$ cat config.mk
export PLATFORM = sky130hd
export DESIGN_NAME = wav_riff_header_parser_core_flat
export DESIGN_NICKNAME = d
export VERILOG_FILES = /design/src/hdl/wrp_pkg.sv /design/src/hdl/wrp_if.sv /design/src/hdl/wrp_div.sv /design/src/hdl/wrp_datapath.sv /design/src/hdl/wrp_ctrl.sv /design/src/hdl/wav_riff_header_parser_core.sv /design/src/flat_wrapper.sv
export SDC_FILE = /design/constraint.sdc
export NUM_CORES = 1
export LEC_CHECK = 0
export ABC_AREA = 1
export ABC_CLOCK_PERIOD_IN_PS = 5100
export BUFFER_PORTS_ARGS = -buffer_cell sky130_fd_sc_hd__buf_2
export CORE_UTILIZATION = 35
export DETAILED_ROUTE_END_ITERATION = 16
export GPL_TIMING_DRIVEN = 1
export PLACE_DENSITY = 0.58
export SKIP_LAST_GASP = 1
export SLEW_MARGIN = 20
export SYNTH_ARGS = -nofsm -noshare
export SYNTH_HDL_FRONTEND = slang
export SYNTH_SLANG_ARGS = --single-unit
$ cat constraint.sdc
create_clock -name clk_i -period 5.1 [get_ports clk_i]
set_input_delay 0.51 -clock clk_i [delete_from_list [all_inputs] [get_ports clk_i]]
set_output_delay 0.51 -clock clk_i [all_outputs]
set_load 0.1 [all_outputs]
$ cat src/hdl/wrp_pkg.sv
// Package for the WAV/RIFF header parser.
// Holds the word types, phase and code enums, and the controller/datapath links.
// No dependencies.
`timescale 1ns / 1ps

package wrp_pkg;

  localparam int unsigned QuoW  = 31;
  localparam int unsigned DivW  = 16;
  localparam logic [3:0]  RiffLastIdx = 4'd11;
  localparam logic [31:0] FmtLen      = 32'd16;
  localparam logic signed [15:0] MinBits = 16'sd8;
  localparam logic [31:0] IdFmt  = 32'h2074_6D66;
  localparam logic [31:0] IdData = 32'h6174_6164;

  typedef enum logic [3:0] {
    PH_IDLE,
    PH_RIFF,
    PH_HDR,
    PH_SKIP,
    PH_FMT,
    PH_DIVA,
    PH_DIVB,
    PH_DIVC,
    PH_EMIT,
    PH_DATA,
    PH_DONE
  } phase_e;

  typedef enum logic [1:0] {
    KIND_HDR,
    KIND_DATA,
    KIND_ERR
  } kind_e;

  typedef enum logic [2:0] {
    ERR_NO_FMT,
    ERR_NO_DATA,
    ERR_NEG_LEN,
    ERR_LOW_BITS,
    ERR_NO_CHAN
  } err_e;

  typedef struct packed {
    logic [7:0] data_byte;
    logic       file_start;
    logic       file_end;
  } in_word_t;

  typedef struct packed {
    kind_e        kind;
    logic [7:0]   sample_byte;
    logic [15:0]  channel_count;
    logic [31:0]  sample_rate;
    logic [12:0]  bytes_per_sample;
    logic [30:0]  data_size;
    logic [30:0]  frame_count;
    err_e         error_code;
    logic         last;
  } out_word_t;

  typedef struct packed {
    logic  clr_start;
    logic  riff_inc;
    logic  hdr_enter;
    logic  hdr_byte;
    logic  fmt_enter;
    logic  fmt_byte;
    logic  skip_load;
    logic  skip_dec;
    logic  data_load;
    logic  data_dec;
    logic  div_start;
    logic  div_sel;
    logic  emit;
    kind_e emit_kind;
    err_e  emit_err;
    logic  emit_last;
  } dp_cmd_t;

  typedef struct packed {
    logic out_free;
    logic riff_done;
    logic hdr_last;
    logic len_neg;
    logic len_zero;
    logic id_fmt;
    logic id_data;
    logic fmt_seen;
    logic chan_zero;
    logic skip_last;
    logic skip_zero;
    logic fmt_last;
    logic bits_low;
    logic data_last;
    logic width_zero;
    logic div_done;
  } dp_sts_t;

endpackage

$ cat src/hdl/wrp_if.sv
// Handshake channels of the WAV/RIFF header parser: input bytes and results.
// Depends on wrp_pkg.
`timescale 1ns / 1ps

interface wrp_in_if import wrp_pkg::*; ();
  logic     valid;
  logic     ready;
  in_word_t payload;

  modport source (output valid, output payload, input ready);
  modport sink (input valid, input payload, output ready);
endinterface

interface wrp_out_if import wrp_pkg::*; ();
  logic      valid;
  logic      ready;
  out_word_t payload;

  modport source (output valid, output payload, input ready);
  modport sink (input valid, input payload, output ready);
endinterface

$ cat src/hdl/wrp_div.sv
// Radix-2 restoring divider, one quotient bit per cycle.
// Depends on wrp_pkg.
`timescale 1ns / 1ps

module wrp_div import wrp_pkg::*; (
  input  logic              clk_i,
  input  logic              rst_ni,
  input  logic              start_i,
  input  logic [QuoW-1:0]   dividend_i,
  input  logic [DivW-1:0]   divisor_i,
  output logic              done_o,
  output logic [QuoW-1:0]   quotient_o
);

  localparam int unsigned CntW = $clog2(QuoW);
  localparam logic [CntW-1:0] LastStep = CntW'(QuoW - 1);

  logic              run_q, run_d;
  logic [CntW-1:0]   cnt_q, cnt_d;
  logic              done_q, done_d;
  logic [QuoW-1:0]   quo_q, quo_d;
  logic [DivW-1:0]   rem_q, rem_d;
  logic [DivW-1:0]   dsr_q, dsr_d;
  logic [DivW:0]     trial;
  logic              fits;

  assign trial = {rem_q, quo_q[QuoW-1]};
  assign fits  = trial >= {1'b0, dsr_q};

  always_comb begin
    run_d  = run_q;
    cnt_d  = cnt_q;
    done_d = 1'b0;
    quo_d  = quo_q;
    rem_d  = rem_q;
    dsr_d  = dsr_q;
    if (start_i) begin
      run_d = 1'b1;
      cnt_d = '0;
      quo_d = dividend_i;
      rem_d = '0;
      dsr_d = divisor_i;
    end else if (run_q) begin
      quo_d = {quo_q[QuoW-2:0], fits};
      rem_d = fits ? DivW'(trial - {1'b0, dsr_q}) : trial[DivW-1:0];
      cnt_d = cnt_q + 1'b1;
      if (cnt_q == LastStep) begin
        run_d  = 1'b0;
        done_d = 1'b1;
      end
    end
  end

  always_ff @(posedge clk_i or negedge rst_ni) begin
    if (!rst_ni) begin
      run_q  <= 1'b0;
      cnt_q  <= '0;
      done_q <= 1'b0;
    end else begin
      run_q  <= run_d;
      cnt_q  <= cnt_d;
      done_q <= done_d;
    end
  end

  always_ff @(posedge clk_i) begin
    quo_q <= quo_d;
    rem_q <= rem_d;
    dsr_q <= dsr_d;
  end

  assign done_o     = done_q;
  assign quotient_o = quo_q;

endmodule

$ cat src/hdl/wrp_datapath.sv
// Datapath of the parser: byte counter, chunk id and length assembly,
// format fields, skip and data counters, divider and result register.
// Depends on wrp_pkg and wrp_div.
`timescale 1ns / 1ps

module wrp_datapath import wrp_pkg::*; (
  input  logic       clk_i,
  input  logic       rst_ni,
  input  dp_cmd_t    cmd_i,
  input  logic [7:0] data_byte_i,
  input  logic       out_ready_i,
  output dp_sts_t    sts_o,
  output logic       out_valid_o,
  output out_word_t  out_word_o
);

  logic [3:0]  cnt_q;
  logic [31:0] id_q;
  logic [23:0] asm_q;
  logic        seen_q;
  logic [15:0] chan_q;
  logic [31:0] rate_q;
  logic [15:0] bits_q;
  logic [31:0] skip_q;
  logic [30:0] rem_q;
  logic        out_valid_q;
  out_word_t   out_q, out_d;

  logic [31:0]     len_full;
  logic [12:0]     width;
  logic [QuoW-1:0] div_a;
  logic [DivW-1:0] div_b;
  logic            div_done;
  logic [QuoW-1:0] div_quo;
  logic [2:0]      hk;

  assign len_full = {data_byte_i, asm_q};
  assign width    = bits_q[15:3];
  assign hk       = cnt_q[2:0];

  assign div_a = cmd_i.div_sel ? div_quo : QuoW'(rem_q);
  assign div_b = cmd_i.div_sel ? chan_q : DivW'(width);

  wrp_div u_div (
    .clk_i      (clk_i),
    .rst_ni     (rst_ni),
    .start_i    (cmd_i.div_start),
    .dividend_i (div_a),
    .divisor_i  (div_b),
    .done_o     (div_done),
    .quotient_o (div_quo)
  );

  always_comb begin
    sts_o.out_free   = !out_valid_q || out_ready_i;
    sts_o.riff_done  = cnt_q == RiffLastIdx;
    sts_o.hdr_last   = hk == 3'd7;
    sts_o.len_neg    = len_full[31];
    sts_o.len_zero   = len_full == '0;
    sts_o.id_fmt     = id_q == IdFmt;
    sts_o.id_data    = id_q == IdData;
    sts_o.fmt_seen   = seen_q;
    sts_o.chan_zero  = chan_q == '0;
    sts_o.skip_last  = skip_q <= 32'd1;
    sts_o.skip_zero  = skip_q == '0;
    sts_o.fmt_last   = cnt_q == 4'd15;
    sts_o.bits_low   = $signed({data_byte_i, bits_q[7:0]}) < MinBits;
    sts_o.data_last  = rem_q <= 31'd1;
    sts_o.width_zero = width == '0;
    sts_o.div_done   = div_done;
  end

  always_ff @(posedge clk_i or negedge rst_ni) begin
    if (!rst_ni) begin
      cnt_q  <= '0;
      seen_q <= 1'b0;
    end else begin
      if (cmd_i.clr_start) begin
        cnt_q <= 4'd1;
      end else if (cmd_i.hdr_enter || cmd_i.fmt_enter) begin
        cnt_q <= '0;
      end else if (cmd_i.hdr_byte) begin
        cnt_q <= {1'b0, hk} + 4'd1;
      end else if (cmd_i.riff_inc || cmd_i.fmt_byte) begin
        cnt_q <= cnt_q + 1'b1;
      end
      if (cmd_i.clr_start) begin
        seen_q <= 1'b0;
      end else if (cmd_i.fmt_enter) begin
        seen_q <= 1'b1;
      end
    end
  end

  always_ff @(posedge clk_i) begin
    if (cmd_i.hdr_byte) begin
      unique case (hk)
        3'd0: id_q[7:0]    <= data_byte_i;
        3'd1: id_q[15:8]   <= data_byte_i;
        3'd2: id_q[23:16]  <= data_byte_i;
        3'd3: id_q[31:24]  <= data_byte_i;
        3'd4: asm_q[7:0]   <= data_byte_i;
        3'd5: asm_q[15:8]  <= data_byte_i;
        3'd6: asm_q[23:16] <= data_byte_i;
        default: ;
      endcase
    end
    if (cmd_i.hdr_enter) begin
      id_q  <= '0;
      asm_q <= '0;
    end
    if (cmd_i.fmt_byte) begin
      unique case (cnt_q)
        4'd2:  chan_q[7:0]   <= data_byte_i;
        4'd3:  chan_q[15:8]  <= data_byte_i;
        4'd4:  rate_q[7:0]   <= data_byte_i;
        4'd5:  rate_q[15:8]  <= data_byte_i;
        4'd6:  rate_q[23:16] <= data_byte_i;
        4'd7:  rate_q[31:24] <= data_byte_i;
        4'd14: bits_q[7:0]   <= data_byte_i;
        4'd15: bits_q[15:8]  <= data_byte_i;
        default: ;
      endcase
    end
    if (cmd_i.clr_start || cmd_i.fmt_enter) begin
      chan_q <= '0;
      rate_q <= '0;
      bits_q <= '0;
    end
    if (cmd_i.fmt_enter) begin
      skip_q <= (len_full > FmtLen) ? len_full - FmtLen : '0;
    end else if (cmd_i.skip_load) begin
      skip_q <= len_full + {31'd0, len_full[0]};
    end else if (cmd_i.skip_dec && skip_q != '0) begin
      skip_q <= skip_q - 32'd1;
    end
    if (cmd_i.data_load) begin
      rem_q <= len_full[30:0];
    end else if (cmd_i.data_dec && rem_q != '0) begin
      rem_q <= rem_q - 31'd1;
    end
  end

  always_comb begin
    out_d = '0;
    out_d.kind = cmd_i.emit_kind;
    out_d.last = cmd_i.emit_last;
    unique case (cmd_i.emit_kind)
      KIND_HDR: begin
        out_d.channel_count    = chan_q;
        out_d.sample_rate      = rate_q;
        out_d.bytes_per_sample = width;
        out_d.data_size        = rem_q;
        out_d.frame_count      = (width == '0) ? '0 : div_quo;
      end
      KIND_DATA: out_d.sample_byte = data_byte_i;
      KIND_ERR:  out_d.error_code  = cmd_i.emit_err;
      default: ;
    endcase
  end

  always_ff @(posedge clk_i or negedge rst_ni) begin
    if (!rst_ni) begin
      out_valid_q <= 1'b0;
    end else if (cmd_i.emit) begin
      out_valid_q <= 1'b1;
    end else if (out_ready_i) begin
      out_valid_q <= 1'b0;
    end
  end

  always_ff @(posedge clk_i) begin
    if (cmd_i.emit) begin
      out_q <= out_d;
    end
  end

  assign out_valid_o = out_valid_q;
  assign out_word_o  = out_q;

endmodule

$ cat src/hdl/wrp_ctrl.sv
// Parser controller: phase state machine that walks the RIFF chunks,
// sequences the frame-count division and decides each result.
// Depends on wrp_pkg.
`timescale 1ns / 1ps

module wrp_ctrl import wrp_pkg::*; (
  input  logic    clk_i,
  input  logic    rst_ni,
  input  logic    in_valid_i,
  input  logic    file_start_i,
  input  logic    file_end_i,
  input  dp_sts_t sts_i,
  output logic    in_ready_o,
  output dp_cmd_t cmd_o
);

  phase_e phase_q, phase_d;
  logic   fin_q, fin_d;
  phase_e cur;
  logic   acc;
  logic   seen;

  always_ff @(posedge clk_i or negedge rst_ni) begin
    if (!rst_ni) begin
      phase_q <= PH_IDLE;
      fin_q   <= 1'b0;
    end else begin
      phase_q <= phase_d;
      fin_q   <= fin_d;
    end
  end

  always_comb begin
    unique case (phase_q)
      PH_DIVA, PH_DIVB, PH_DIVC, PH_EMIT: in_ready_o = 1'b0;
      default:                            in_ready_o = sts_i.out_free;
    endcase
    acc     = in_valid_i && in_ready_o;
    cur     = (acc && file_start_i) ? PH_RIFF : phase_q;
    seen    = sts_i.fmt_seen && !(acc && file_start_i);
    phase_d = phase_q;
    fin_d   = fin_q;
    cmd_o   = '0;
    cmd_o.clr_start = acc && file_start_i;

    unique case (cur)
      PH_RIFF: begin
        if (acc && !file_start_i) begin
          cmd_o.riff_inc = 1'b1;
          if (sts_i.riff_done) begin
            cmd_o.hdr_enter = 1'b1;
            phase_d = PH_HDR;
          end else begin
            phase_d = PH_RIFF;
          end
        end else if (acc) begin
          phase_d = PH_RIFF;
        end
      end
      PH_HDR: begin
        if (acc) begin
          cmd_o.hdr_byte = 1'b1;
          if (sts_i.hdr_last) begin
            if (sts_i.len_neg) begin
              cmd_o.emit      = 1'b1;
              cmd_o.emit_kind = KIND_ERR;
              cmd_o.emit_err  = ERR_NEG_LEN;
            end else if (!seen && sts_i.id_fmt) begin
              cmd_o.fmt_enter = 1'b1;
              phase_d = PH_FMT;
            end else if (seen && sts_i.id_data) begin
              if (sts_i.chan_zero) begin
                cmd_o.emit      = 1'b1;
                cmd_o.emit_kind = KIND_ERR;
                cmd_o.emit_err  = ERR_NO_CHAN;
              end else begin
                cmd_o.data_load = 1'b1;
                fin_d   = sts_i.len_zero || file_end_i;
                phase_d = PH_DIVA;
              end
            end else if (sts_i.len_zero) begin
              cmd_o.hdr_enter = 1'b1;
            end else begin
              cmd_o.skip_load = 1'b1;
              phase_d = PH_SKIP;
            end
          end
        end
      end
      PH_SKIP: begin
        if (acc) begin
          cmd_o.skip_dec = 1'b1;
          if (sts_i.skip_last) begin
            cmd_o.hdr_enter = 1'b1;
            phase_d = PH_HDR;
          end
        end
      end
      PH_FMT: begin
        if (acc) begin
          cmd_o.fmt_byte = 1'b1;
          if (sts_i.fmt_last) begin
            if (sts_i.bits_low) begin
              cmd_o.emit      = 1'b1;
              cmd_o.emit_kind = KIND_ERR;
              cmd_o.emit_err  = ERR_LOW_BITS;
            end else if (sts_i.skip_zero) begin
              cmd_o.hdr_enter = 1'b1;
              phase_d = PH_HDR;
            end else begin
              phase_d = PH_SKIP;
            end
          end
        end
      end
      PH_DIVA: begin
        if (sts_i.width_zero) begin
          phase_d = PH_EMIT;
        end else begin
          cmd_o.div_start = 1'b1;
          phase_d = PH_DIVB;
        end
      end
      PH_DIVB: begin
        if (sts_i.div_done) begin
          cmd_o.div_start = 1'b1;
          cmd_o.div_sel   = 1'b1;
          phase_d = PH_DIVC;
        end
      end
      PH_DIVC: begin
        cmd_o.div_sel = 1'b1;
        if (sts_i.div_done) begin
          phase_d = PH_EMIT;
        end
      end
      PH_EMIT: begin
        cmd_o.div_sel = 1'b1;
        if (sts_i.out_free) begin
          cmd_o.emit      = 1'b1;
          cmd_o.emit_kind = KIND_HDR;
          cmd_o.emit_last = fin_q;
          phase_d = fin_q ? PH_DONE : PH_DATA;
        end
      end
      PH_DATA: begin
        if (acc) begin
          cmd_o.data_dec  = 1'b1;
          cmd_o.emit      = 1'b1;
          cmd_o.emit_kind = KIND_DATA;
          cmd_o.emit_last = sts_i.data_last || file_end_i;
          if (cmd_o.emit_last) begin
            phase_d = PH_DONE;
          end
        end
      end
      default: ;
    endcase

    if (cmd_o.emit && cmd_o.emit_kind == KIND_ERR) begin
      cmd_o.emit_last = 1'b1;
      phase_d = PH_DONE;
    end

    if (acc && file_end_i && !cmd_o.emit && (phase_d == PH_RIFF || phase_d == PH_HDR ||
        phase_d == PH_SKIP || phase_d == PH_FMT)) begin
      cmd_o.emit      = 1'b1;
      cmd_o.emit_kind = KIND_ERR;
      cmd_o.emit_err  = (seen || cmd_o.fmt_enter) ? ERR_NO_DATA : ERR_NO_FMT;
      cmd_o.emit_last = 1'b1;
      phase_d = PH_DONE;
    end
  end

endmodule

$ cat src/hdl/wav_riff_header_parser_core.sv
// Top level of the WAV/RIFF header parser: controller plus datapath.
// Depends on wrp_pkg, wrp_if, wrp_ctrl and wrp_datapath.
//
//   channel     dir   word        fields
//   data_in_i   sink  in_word_t   data_byte, file_start, file_end
//   result_o    src   out_word_t  kind, sample_byte, header fields, error_code, last
//
// One byte per cycle while walking chunks and passing data through, while the result register is free.
// Once the data chunk is found, input stalls while two 31-step radix-2
// divisions on the shared serial divider give the frame count (skipped when bytes_per_sample is zero).
// A single result register sits on the output; a held result blocks new bytes.
// rst_ni clears the phase to idle; nothing happens until a file_start byte.
`timescale 1ns / 1ps

module wav_riff_header_parser_core import wrp_pkg::*; (
  input  logic      clk_i,
  input  logic      rst_ni,
  wrp_in_if.sink    data_in_i,
  wrp_out_if.source result_o
);

  dp_cmd_t cmd;
  dp_sts_t sts;

  wrp_ctrl u_ctrl (
    .clk_i        (clk_i),
    .rst_ni       (rst_ni),
    .in_valid_i   (data_in_i.valid),
    .file_start_i (data_in_i.payload.file_start),
    .file_end_i   (data_in_i.payload.file_end),
    .sts_i        (sts),
    .in_ready_o   (data_in_i.ready),
    .cmd_o        (cmd)
  );

  wrp_datapath u_dp (
    .clk_i       (clk_i),
    .rst_ni      (rst_ni),
    .cmd_i       (cmd),
    .data_byte_i (data_in_i.payload.data_byte),
    .out_ready_i (result_o.ready),
    .sts_o       (sts),
    .out_valid_o (result_o.valid),
    .out_word_o  (result_o.payload)
  );

endmodule

$ cat src/flat_wrapper.sv
// flat-port wrapper written by rule: the top's interface ports become plain ports
module wav_riff_header_parser_core_flat import wrp_pkg::*;
  (clk_i, rst_ni, data_in_i_valid, data_in_i_payload, data_in_i_ready, result_o_valid, result_o_payload, result_o_ready);
  wrp_in_if data_in_i_i ();
  wrp_out_if result_o_i ();
  input  logic clk_i;
  input  logic rst_ni;
  input wire logic [$bits(data_in_i_i.valid)-1:0] data_in_i_valid;
  input wire logic [$bits(data_in_i_i.payload)-1:0] data_in_i_payload;
  output wire logic [$bits(data_in_i_i.ready)-1:0] data_in_i_ready;
  output wire logic [$bits(result_o_i.valid)-1:0] result_o_valid;
  output wire logic [$bits(result_o_i.payload)-1:0] result_o_payload;
  input wire logic [$bits(result_o_i.ready)-1:0] result_o_ready;
  assign data_in_i_i.valid = data_in_i_valid;
  assign data_in_i_i.payload = data_in_i_payload;
  assign data_in_i_ready = data_in_i_i.ready;
  assign result_o_valid = result_o_i.valid;
  assign result_o_payload = result_o_i.payload;
  assign result_o_i.ready = result_o_ready;
  wav_riff_header_parser_core u_core (.clk_i(clk_i), .rst_ni(rst_ni), .data_in_i(data_in_i_i), .result_o(result_o_i));
endmodule
### Yosys cells after proc, flatten, opt, wreduce, memory -nomap -nowiden

Index checks and enable logic that the tools add are counted.

| storage, ports and cells | value |
|---|---|
| register bits after elaboration | 401 |
| input bits | 14 |
| output and inout port bits | 139 |
| logic and storage cells | 273 |

| cells by class | value |
|---|---|
| add/subtract/negate cells | 8 |
| $lt $le $gt $ge | 5 |
| equality and inequality tests | 40 |
| mux-type cells | 116 |
| bitwise gates (word level) | 4 |
| reduce and logical (&&, ||, !) cells | 62 |

Operators by type and width:

| kind | count |
|---|---|
| $mux W31 | 5 |
| $mux W32 | 4 |
| $mux W4 | 27 |
| $logic_not A32 Y1 | 2 |
| $mux W6 | 9 |
| $mux W1 | 51 |
| $eq A4 B3 Y1 const B | 12 |
| $pmux W4 S9 | 1 |
| $add A32 B1 Y32 | 1 |
| $eq A32 B30 Y1 const B | 1 |
| $eq A32 B31 Y1 const B | 1 |
| $gt A32 B5 Y1 const B | 1 |
| $le A32 B1 Y1 const B | 1 |
| $reduce_and A2 Y1 | 16 |
| $reduce_bool A32 Y1 | 1 |
| $sub A32 B1 Y32 const B | 1 |
| $sub A32 B5 Y32 const B | 1 |
| $le A31 B1 Y1 const B | 1 |
| $reduce_bool A31 Y1 | 1 |
| $sub A31 B1 Y31 const B | 1 |
| $eq A4 B2 Y1 const B | 6 |
| $eq A4 B4 Y1 const B | 6 |
| $ge A17 B16 Y1 | 1 |
| $logic_not A16 Y1 | 1 |
| 36 further kinds | 83 |

### Logic depth before layout (Yosys ltp)

Gate-level depths: netlist of run 1.

| logic depth | value |
|---|---|
| depth in word-level cells | 26 |
| gate-level depth with buffers | 22 |

### Cells and area by module

Synthesis of run 1 repeated with hierarchy kept, for this count alone.

| unflattened totals | value |
|---|---|
| cell total of the unflattened synthesis | 2700 |
| area, all modules | 21244.1 um2 |

By module, submodules not included:

| module | instances | cells an instance | area an instance (um2) |
|---|---|---|---|
| wrp_datapath | 1 | 2016 | 16154.2 |
| wrp_div | 1 | 486 | 3965.1 |
| wrp_ctrl | 1 | 198 | 1124.8 |

### Worst setup path before layout of run 1

No wires, ideal clock.

| timing path | value |
|---|---|
| kind | register to register |
| start | register u_core.u_dp.out_valid_q, in the netlist u_core.u_dp.out_valid_o |
| end | register u_core.u_dp.out_q, in the netlist u_core.u_dp.out_word_o[0] (enable) |
| library setup time | 0.502 ns |
| data arrival time | 5.616 ns |
| slack | -1.018 ns |
| stages on the path, launching flop included | 19 |
| period minus slack after synthesis | 6.118 ns |
| cell sequence | dfrtp_1 inv_1 nor2_1 nor2_8 nand4_4 nand2_1 inv_2 nand3_2 inv_2 nor2_1 nand3_1 nand2_1 nor2_2 nand2_1 nand2_2 nand3_4 nand2_1 inv_1 nand2_1 |

RTL lines:

| item | line | RTL |
|---|---|---|
| start: declaration | wrp_datapath.sv:26 | `logic out_valid_q;` |
| start signal: assignment | wrp_datapath.sv:164 | `out_valid_q <= 1'b0;` |
| start signal: assignment | wrp_datapath.sv:166 | `out_valid_q <= 1'b1;` |
| start signal: assignment | wrp_datapath.sv:168 | `out_valid_q <= 1'b0;` |
| end signal: assignment | wrp_datapath.sv:174 | `out_q <= out_d;` |
| end: declaration | wrp_datapath.sv:27 | `out_word_t out_q, out_d;` |

==> out/results.tsv, run 1 <==
metric	value	unit
status	finished clean	
antenna-diode-count	0	
chipWidth	243	um
vdd_drop_max	588	uV
clock_insertion_delay_worst_skew	0.57	ns
path_max_fanout	59	
clockRootBuffer	clkbuf_16	
layout.area.seq	10500	um^2
avgRoutedWirePerCell	17.2	um
setup.worst_path.start_class	flip-flop	
detailroute.via_count	16300	
tightestPinTransition	1.01	ns
yosys.area_share.xor_xnor	4.39	%
synth_top_cells_by_count	nand2_1, inv_1, edfxtp_1, nor2_1, o21ai_0	
floorplan.rows	87	
netlist.area_leader.share	36.5	%
final_layout_net_count	2518	
synth_top_cell_by_area	edfxtp_1	
ys_ff_latch	398	
area_share_of_and_or_nand_nor_cells_after_synthesis	22.5	%
rsz0062_at_grt	false	
net_switching_share_of_the_total_power	48.9	%
cp_top_family	simple AND/OR/NAND/NOR gates	
clk_path_buf_depth	3	
timing.hold.worst.class	in2reg	
nFillCells	5751	
via_count_of_the_first_global_routing_pass	15900	
internal_power	0.00767	W
numCtsBuffers	45	
h-tree-depth	2	
critPathRequiredTime	5.34	ns
primary_ff_master_synth	edfxtp_1	
logic_pwr_share	44.8	%
place_congestion	0.899	
async_flop_share	4.52	%
first_pass_iters	7	
drive_gt1_share	15.0	%
total_area_of_multi_input_combinational_cells	8220	um^2
port_buffers	152	
drv.max_cap_violation_count	0	
power_frac_seq	33.1	%
synth.cell_area	20300	um^2
global_route.usage.total	18.7	%
placed_area	21800	um^2
timing.setup.critical_path_class	reg2reg	
synthMostInstantiatedCell	nand2_1	
totalPowerFinal	0.0150	W
worst_slew_margin_rel	32.8	%
initial_core_util	35.7	%
syn-mean-instance-area	8.66	um^2
syn_nets	2397	
timing.final.crit_share	81.5	%
crit_path_top_delay_cell	dfrtp_1	
globalRoute.totalOverflow	0	
final-hold-violation-count	0	
largest_cells_by_area_after_synthesis	edfxtp_1, dfxtp_1, nand2_1, inv_1, o21ai_0	
final_area	23400	um^2
chipHeight	243	um
routed_via_density	5.01	
drc_errors	0	
clock_sinks	398	
synth_warnings	0	
crit_path_end_kind	flip-flop	
fraction_of_synthesized_area_in_multiplexers	0	%
fin_setup_tns	0	ns
initialDrtViolationCount	1422	
wire_length_of_the_first_global_routing_pass	87.8	mm
synth_cells	2348	
drtAntennaViolNets	0	
place_hpwl	40.4	mm
worst_path_largest_cell_delay	0.43	ns
power_switching	0.00734	W
boundaryPins	153	
grt_start_max_net_pins	65	
synth_sequential_area_ratio	51.8	%
cts_resized	0	
clock_power_share	22.1	%
worstPathCellList	inv_1 > nand3_2 > nand3_4 > nor3_2 > inv_1 > o21ai_0 > inv_1 > nand3_1 > nor3_1 > nand3_4 > nand2_1 > inv_1 > nand2_8 > buf_4	
timing.critical_path.arrival	4.40	ns
complex_gate_fraction_of_the_synthesized_area	10.9	%
synth_adder_area_share	2.19	%
finalWirelength	56.1	mm
tritoncts	yes	
die_area	59100	um^2
crit_path_frequent_cell	inv_1	
synthDistinctLibCells	56	
timing.final.setup_violations	0	
synthToLayoutAreaGrowth	14.9	%
power_density	642	nW/um^2
number_of_flops_mapped_to_enable_cells_by_yosys	247	
synth_top_family_by_area	simple AND/OR/NAND/NOR gates	
power.static_leakage	9.35	nW
fin_worst_skew	0.0195	ns
finalMaxSlewViolations	0	
core_area	56900	um^2
cp.buffers_inverters	5	
post-route-min-period	4.16	ns
timing.fmax	241	MHz
antenna_violations_before_repair	0	
clkSlewWorstSetupHoldPaths	0.06	ns
cell type report:
| class | count | share of cell area [%] |
|---|---|---|
| Sequential cell | 398 | 45.1 |
| Clock buffer | 69 | 5.69 |
| Multi-Input combinational cell | 1538 | 35.2 |
| Timing Repair Buffer | 180 | 4.27 |
| Inverter | 306 | 4.93 |
| Clock inverter | 14 | 0.814 |
| Tap cell | 756 | 4.05 |
registers in the layout (all words and copies together) (netlist names), 4 cells and up:
signal                        flops
u_core.u_dp.rem_q                31
u_core.u_dp.u_div.rem_q          16
u_core.u_dp.u_div.cnt_q           5
u_core.u_dp.bits_q               13
u_core.u_dp.cnt_q                 4
u_core.u_dp.rate_q               32
u_core.u_dp.id_q                 32
u_core.u_dp.u_div.dsr_q          16
u_core.u_dp.skip_q               32
u_core.u_dp.asm_q                24
u_core.u_dp.u_div.quotient_o     31
u_core.u_dp.chan_q               16
u_core.u_dp.out_word_o          137
u_core.u_ctrl.phase_q             4
cells by family after synthesis:
| logic type | Yosys count |
|---|---|
| compound gates | 410 |
| buf+inv | 412 |
| flops | 398 |
| simple gates | 991 |
| xor+xnor | 102 |
| fa+ha+maj | 35 |
power groups by stage:
stage	Sequential [W]	Clock (W)	Combinational [W]
floorplan	0.00788	0	0.00254
global placement	0.00503	0	0.00665
detailed placement	0.00504	0	0.00671
CTS	0.00498	0.00338	0.00672
global route	0.00506	0.00349	0.00712
finish	0.00497	0.00331	0.00672
stage by stage:
step / setup slack (ns) / util (%) / hold WS [ns] / std cells
after CTS: 0.999 / 41.0 / 0.305 / 3261
after detailed placement: 0.845 / 38.3 / 0.454 / 3177
final: 0.944 / 41.0 / 0.342 / 3261
after global routing: 0.650 / 41.0 / 0.321 / 3261
after global placement: 0.965 / 38.3 / 0.448 / 3177
after floorplan: 0.295 / - / 0.214 / 2348
cells in the final DEF, fill, tap and decap left out, drive strengths merged, types with 80 or more instances in the layout:
cell type  instances
a21oi            151
buf              179
dfxtp            133
edfxtp           247
inv              305
nand2            410
nand3             99
nand4             80
nor2             325
o21ai            196
xor2              87
layer usage:
layer  vias to the layer above  GRT usage [%]  part of all wire (%)
met1                      7645           26.6                    47
met2                       509           28.9                    44
li1                       8091              -                     -
met5                         -              0                     0
met3                        87           2.81                   5.7
met4                         0           6.01                   2.5
worst register-to-register path: cells and delay by family (launching register included):
family	cells	cell delay, ns
and+or+nand+nor	8	1.85
buffers and inverters	5	1.39
DFF	1	0.43
AOI/OAI and AO/OA	1	0.16
timing repair:
action,CTS,global route
setup buffers,0,0
hold buffers,1,0
endpoints found under the hold margin,18,0
worst paths after layout:
check	to	from	slack (ns)	cells after the start
max reg2reg	u_core.u_dp.out_word_o[75]$_SDFFCE_PP0P_	u_core.u_ctrl.phase_q[2]$_DFF_PN0_	0.94	14
min	u_core.u_dp.out_word_o[135]$_DFFE_PP_	data_in_i_payload[1]	0.34	2
min in group asynchronous	u_core.u_dp.u_div.cnt_q[3]$_DFFE_PN0P_	rst_ni	0.47	2
min reg2reg	u_core.u_dp.id_q[19]$_SDFFE_PP0P_	u_core.u_dp.id_q[19]$_SDFFE_PP0P_	0.46	2
max in group asynchronous	u_core.u_dp.cnt_q[2]$_DFFE_PN0P_	rst_ni	4.29	2
max	u_core.u_dp.out_word_o[75]$_SDFFCE_PP0P_	u_core.u_ctrl.phase_q[2]$_DFF_PN0_	0.94	14
(Power assumes the default switching activity.)
==> run 2: changes to the inputs <==
--- a/config.mk
+++ b/config.mk
@@ -6,7 +6,7 @@
 export NUM_CORES = 1
 export LEC_CHECK = 0
 export ABC_AREA = 1
-export ABC_CLOCK_PERIOD_IN_PS = 5100
+export ABC_CLOCK_PERIOD_IN_PS = 3460
 export BUFFER_PORTS_ARGS = -buffer_cell sky130_fd_sc_hd__buf_2
 export CORE_UTILIZATION = 35
 export DETAILED_ROUTE_END_ITERATION = 16
==> constraint.sdc (replaced) <==
create_clock -name clk_i -period 3.46 [get_ports clk_i]
set_input_delay 0.346 -clock clk_i [delete_from_list [all_inputs] [get_ports clk_i]]
set_output_delay 0.346 -clock clk_i [all_outputs]
set_load 0.1 [all_outputs]
==> run 2 against run 1 <==
  * Total power is 50% higher
  * Sequential power is 46% higher
  * Non-clock buffer count is 76 higher
  * Sequential cell count stayed put
  * Via count is 2.0% higher
  * Largest power group unchanged
==> out/results.tsv, run 2 (synthesized netlist as in run 1, its figures left out) <==
metric	value	unit	change
routed_via_density	4.99		was 5.01
port_buffers	152		unchanged
clk_path_buf_depth	3		unchanged
synthToLayoutAreaGrowth	18.3	%	was 14.9%
place_congestion	0.948		was 0.899
largest_reg_flops	137		unchanged
antenna_violations_before_repair	0		unchanged
timing.setup.critical_path_class	reg2reg		unchanged
clock_sinks	398		unchanged
power_density	936	nW/um^2	was 642 nW/um^2
path_max_fanout	6		was 59
status	finished clean		unchanged
totalPowerFinal	0.0225	W	was 0.0150 W
post-route-min-period	3.28	ns	was 4.16 ns
timing.final.crit_share	94.7	%	was 81.5%
finalWirelength	56.3	mm	was 56.1 mm
clockRootBuffer	clkbuf_16		unchanged
die_area	59100	um^2	unchanged
clkSlewWorstSetupHoldPaths	0.06	ns	about the same
wire_length_of_the_first_global_routing_pass	87.9	mm	was 87.8 mm
core_area	56900	um^2	unchanged
clock_insertion_delay_worst_skew	0.58	ns	was 0.57 ns
drc_errors	0		unchanged
final.hold.worst_slack	0.0960	ns	was 0.342 ns
antenna-diode-count	0		unchanged
vdd_drop_max	770	uV	was 588 uV
drv.max_cap_violation_count	0		unchanged
detailroute.via_count	16700		was 16300
avgRoutedWirePerCell	16.9	um	was 17.2 um
initialDrtViolationCount	1499		was 1422
globalRoute.totalOverflow	0		unchanged
drtAntennaViolNets	0		unchanged
final-hold-violation-count	0		unchanged
boundaryPins	153		unchanged
power.static_leakage	9.77	nW	was 9.35 nW
grt_start_max_net_pins	64		was 65
drive_gt1_share	17.9	%	was 15.0%
crit_path_end_kind	flip-flop		unchanged
chipWidth	243	um	unchanged
numCtsBuffers	43		was 45
nFillCells	5594		was 5751
fin_setup_tns	0	ns	unchanged
first_pass_iters	6		was 7
h-tree-depth	2		unchanged
critPathRequiredTime	3.74	ns	was 5.34 ns
timing.fmax	305	MHz	was 241 MHz
tritoncts	yes		unchanged
place_hpwl	40.9	mm	was 40.4 mm
fin_worst_skew	0.0185	ns	was 0.0195 ns
mostFrequentLayoutCells	nand2_1, inv_1, edfxtp_1		unchanged
initial_core_util	35.7	%	unchanged
via_count_of_the_first_global_routing_pass	15800		was 15900
timing.critical_path.arrival	3.56	ns	was 4.40 ns
timing.final.setup_violations	0		unchanged
timing.hold.worst.class	in2reg		unchanged
finalMaxSlewViolations	0		unchanged
setup.worst_path.start_class	flip-flop		unchanged
final_layout_net_count	2595		was 2518
worst_slew_margin_rel	38.4	%	was 32.8%
global_route.usage.total	18.7	%	about the same
tightestPinTransition	0.924	ns	was 1.01 ns
chipHeight	243	um	unchanged
floorplan.rows	87		unchanged
mostFrequentLayoutCell	nand2_1		unchanged
## run 2: changes by cell type in the layout (fill, tap and decap cells not counted), sizes merged, moves of 2 or more
cell    before  now
inv        305  307
clkbuf      69   57
buf        179  255
clkinv       8   15
nand2      410  412
## run 2: power by group
group,switching (W),internal [W]
Combinational,0.00836,0.00215
Clock,0.00192,0.00283
Sequential,0.000680,0.00658
## run 2: repair_timing
action | 4_1_cts | 5_1_grt
endpoints found under the setup margin | 0 | 130
hold endpoints to repair | 18 | 0
hold buffers | 1 | 0
gates resized for setup | 0 | 16
buffers inserted | 0 | 7
## run 2: routing by layer
| metal | track usage (%) | wire length [um] | up-vias |
|---|---|---|---|
| met1 | 26.8 | 26600 | 7828 |
| met2 | 29.3 | 25300 | 512 |
| met3 | 2.75 | 3240 | 76 |
| li1 | - | - | 8242 |
| met5 | 0 | 0 | - |
| met4 | 5.05 | 1110 | 0 |
## run 2: worst paths after layout
check                                                   start                                  endpoint  slack (ns)  cells after the start
max                        u_core.u_ctrl.phase_q[0]$_DFF_PN0_  u_core.u_dp.out_word_o[23]$_SDFFCE_PP0P_        0.18                     20
max in group asynchronous                              rst_ni        u_core.u_ctrl.phase_q[0]$_DFF_PN0_        2.78                      2
min reg2reg                 u_core.u_dp.id_q[29]$_SDFFE_PP0P_         u_core.u_dp.id_q[29]$_SDFFE_PP0P_        0.46                      2
max reg2reg                u_core.u_ctrl.phase_q[0]$_DFF_PN0_  u_core.u_dp.out_word_o[23]$_SDFFCE_PP0P_        0.18                     20
min                                      data_in_i_payload[0]           u_core.u_ctrl.fin_q$_DFFE_PN0P_         0.1                      3
min in group asynchronous                              rst_ni    u_core.u_dp.u_div.cnt_q[1]$_DFFE_PN0P_        0.30                      2
## run 2: metrics by stage
step	setup WS [ns]	utilization, %	std cells	instance area, um^2
2_1_floorplan	0.0238	-	2348	20400
3_3_place_gp	0.195	39.4	3246	22400
3_5_place_dp	0.157	39.4	3246	22400
4_1_cts	0.145	42.0	3327	23900
5_1_grt	-0.00243	42.3	3337	24100
6_report	0.182	42.3	3337	24100
## run 2: critical path, stage by stage, from the launching register on
cell and delay [ns]:
dfrtp_2 0.45, nor2_4 0.18, nor2_2 0.09, nor2_8 0.14, nand4_4 0.20, nand2_4 0.16
buf_4 0.12, nand2_1 0.09, nor2_1 0.20, nor2_1 0.07, nand2_1 0.08, nand3_1 0.07
nand2_1 0.12, nand2_1 0.08, nand2_2 0.09, nand3_4 0.10, nand2_2 0.13, clkinvlp_4 0.11
buf_12 0.15, nand2_4 0.18, buf_4 0.19
## run 2: area by class of cell
cell class | instances | area (um^2) | area share (%)
Sequential cell | 398 | 10500 | 43.8
Timing Repair Buffer | 256 | 1680 | 6.99
Multi-Input combinational cell | 1541 | 8280 | 34.4
Inverter | 306 | 1160 | 4.82
Clock buffer | 57 | 1200 | 5.00
Tap cell | 756 | 946 | 3.93
Clock inverter | 23 | 256 | 1.07
==> run 3: changes to the inputs <==
--- a/config.mk
+++ b/config.mk
@@ -12,6 +12,7 @@
 export DETAILED_ROUTE_END_ITERATION = 16
 export GPL_TIMING_DRIVEN = 1
 export PLACE_DENSITY = 0.58
+export RECOVER_POWER = 100
 export SKIP_LAST_GASP = 1
 export SLEW_MARGIN = 20
 export SYNTH_ARGS = -nofsm -noshare
==> run 3 against run 2 <==
  * Sequential cell count unchanged
  * First-iteration DRC count up 1.5%
  * Fmax down 0.60%
  * Design area down 2.0%
  * Cell count about the same
  * Combinational power about the same
  * Die area unchanged
  * Count of clock-buffer cells in the layout unchanged
  * Worst hold slack better by 0.0040 ns
  * Total power down 1.5%
  * Non-clock buffer count unchanged
  * Register-to-register slack worse by 0.02 ns
==> out/results.tsv, run 3 (synthesized netlist as in run 1, its figures left out) <==
metric	value	unit	change
logic_pwr_share	45.8	%	was 46.7%
internal_power	0.0113	W	was 0.0116 W
boundaryPins	153		unchanged
global_route.usage.total	18.7	%	unchanged
timing.hold.worst.class	in2reg		unchanged
chipHeight	243	um	unchanged
clock_power_share	21.4	%	was 21.1%
setup.reg_to_reg.worst_slack	0.16	ns	was 0.18 ns
timing.critical_path.arrival	3.57	ns	was 3.56 ns
tightestPinTransition	1.26	ns	was 0.924 ns
net_switching_share_of_the_total_power	49.1	%	was 48.7%
finalMaxSlewViolations	0		unchanged
post-route-min-period	3.30	ns	was 3.28 ns
place_congestion	0.948		unchanged
final_layout_net_count	2595		unchanged
timing.setup.critical_path_class	reg2reg		unchanged
grt_start_max_net_pins	64		unchanged
first_pass_iters	6		unchanged
power_switching	0.0109	W	was 0.0110 W
power_density	941	nW/um^2	was 936 nW/um^2
floorplan.rows	87		unchanged
timing.final.crit_share	95.3	%	was 94.7%
reg2reg_end	u_core.u_dp.out_word_o[56]$_SDFFCE_PP0P_		was u_core.u_dp.out_word_o[23]$_SDFFCE_PP0P_
path_max_fanout	7		was 6
layout.area.seq	10500	um^2	unchanged
timing.fmax	303	MHz	was 305 MHz
drtAntennaViolNets	0		unchanged
critPathLaunch	u_core.u_ctrl.phase_q[0]$_DFF_PN0_		unchanged
final-hold-violation-count	0		unchanged
detailroute.via_count	16700		about the same
totalPowerFinal	0.0222	W	was 0.0225 W
antenna_violations_before_repair	0		unchanged
drv.max_cap_violation_count	0		unchanged
clockRootBuffer	clkbuf_16		unchanged
grt_util_met2	29.3	%	unchanged
setup.worst_path.start_class	flip-flop		unchanged
port_buffers	152		unchanged
clk_path_buf_depth	3		unchanged
final.setup.worst_slack	0.162	ns	was 0.182 ns
vdd_drop_max	721	uV	was 770 uV
worst_slew_margin_rel	16.2	%	was 38.4%
tritoncts	yes		unchanged
nFillCells	5731		was 5594
critPathRequiredTime	3.73	ns	was 3.74 ns
numCtsBuffers	43		unchanged
avgRoutedWirePerCell	17.0	um	was 16.9 um
initial_core_util	35.7	%	unchanged
globalRouteMet3Util	2.75	%	unchanged
finalWirelength	56.6	mm	was 56.3 mm
total_area_of_multi_input_combinational_cells	8070	um^2	was 8280 um^2
chipWidth	243	um	unchanged
r2r_cells	15		was 20
globalRoute.totalOverflow	0		unchanged
end_of_flow_core_utilization	41.4	%	was 42.3%
synthToLayoutAreaGrowth	15.9	%	was 18.3%
clkSlewWorstSetupHoldPaths	0.06	ns	about the same
drive_gt1_share	9.10	%	was 17.9%
mostFrequentLayoutCell	nand2_1		unchanged
status	finished clean		unchanged
h-tree-depth	2		unchanged
fin_worst_skew	0.0214	ns	was 0.0185 ns
clock_insertion_delay_worst_skew	0.58	ns	about the same
power_frac_seq	32.8	%	was 32.2%
drc_errors	0		unchanged
routed_via_density	5.00		was 4.99
layer_with_the_highest_usage_after_global_routing	met2		unchanged
place_hpwl	40.9	mm	unchanged
dp_worst_setup_slack	0.157	ns	unchanged
initialDrtViolationCount	1522		was 1499
largest_reg_flops	137		unchanged
worst_flop_to_flop_path_startpoint	u_core.u_ctrl.phase_q[0]$_DFF_PN0_		unchanged
timing.final.setup_violations	0		unchanged
power.static_leakage	9.33	nW	was 9.77 nW
clock_sinks	398		unchanged
via_count_of_the_first_global_routing_pass	15800		unchanged
timing.critical_path.to	u_core.u_dp.out_word_o[56]$_SDFFCE_PP0P_		was u_core.u_dp.out_word_o[23]$_SDFFCE_PP0P_
wire_length_of_the_first_global_routing_pass	87.9	mm	unchanged
final_area	23600	um^2	was 24100 um^2
core_area	56900	um^2	unchanged
die_area	59100	um^2	unchanged
globalRouteMet1Util	26.8	%	unchanged
crit_path_end_kind	flip-flop		unchanged
placed_area	22400	um^2	unchanged
mostFrequentLayoutCells	nand2_1, nor2_1, inv_1		was nand2_1, inv_1, edfxtp_1
[run 3: worst min-delay path by stage]
stage	end	cells past startpoint	from
2_1_floorplan	u_core.u_ctrl.fin_q$_DFFE_PN0P_	0	rst_ni
3_3_place_gp	u_core.u_dp.out_valid_o$_DFFE_PN0P_	1	rst_ni
3_5_place_dp	u_core.u_dp.out_valid_o$_DFFE_PN0P_	1	rst_ni
4_1_cts	u_core.u_ctrl.fin_q$_DFFE_PN0P_	3	data_in_i_payload[0]
5_1_grt	u_core.u_ctrl.fin_q$_DFFE_PN0P_	3	data_in_i_payload[0]
6_report	u_core.u_ctrl.fin_q$_DFFE_PN0P_	3	data_in_i_payload[0]
[run 3: per-stage QoR]
stage / hold WS, ns / cells / TNS (ns)
finish: 0.100 / 3338 / 0
global route: 0.112 / 3337 / -0.0294
CTS: 0.0758 / 3327 / 0
detailed placement: 0.343 / 3246 / 0
global placement: 0.344 / 3246 / 0
floorplan: 0.0504 / 2348 / 0
[run 3: power groups by stage]
stage               logic [W]  registers, W  clock network, W
floorplan             0.00377        0.0116                 0
global placement       0.0102       0.00733                 0
detailed placement     0.0103       0.00735                 0
CTS                    0.0103       0.00727           0.00486
global route           0.0108       0.00742           0.00504
finish                 0.0102       0.00729           0.00475
[run 3: what timing repair did]
item / 4_1_cts / 5_1_grt
setup endpoints to repair: 0 / 130
hold buffers: 1 / 0
endpoints found under the hold margin: 18 / 0
resized for setup: 0 / 16
setup buffers: 0 / 7
[run 3: layout make-up]
class,count,share of cell area [%]
diodes,1,0.0106
clock inverters,23,1.09
multi-input cells,1541,34.2
well taps,756,4.01
repair buffers,256,5.97
clock buffers,57,5.10
flip-flops and latches,398,44.7
inverters,306,4.92
[run 3: per-layer routing]
| metal | part of all wire [%] | up-vias |
|---|---|---|
| met3 | 5.8 | 86 |
| li1 | - | 8240 |
| met4 | 2.2 | 0 |
| met1 | 47 | 7864 |
| met2 | 45 | 514 |
| met5 | 0 | - |
[run 3: worst max-delay path, cell delays in order, from the launching register on]
cell and delay [ns]:
dfrtp_2 0.45, nor2_4 0.17, nor2_2 0.09, nor2_8 0.14, nand4_2 0.19, o21ai_1 0.23
inv_2 0.06, nand4_1 0.25, o21ai_0 0.17, nor3_1 0.36, nand3_4 0.13, nand2_2 0.12
clkinvlp_4 0.11, buf_12 0.15, nand2_8 0.14, clkbuf_4 0.22
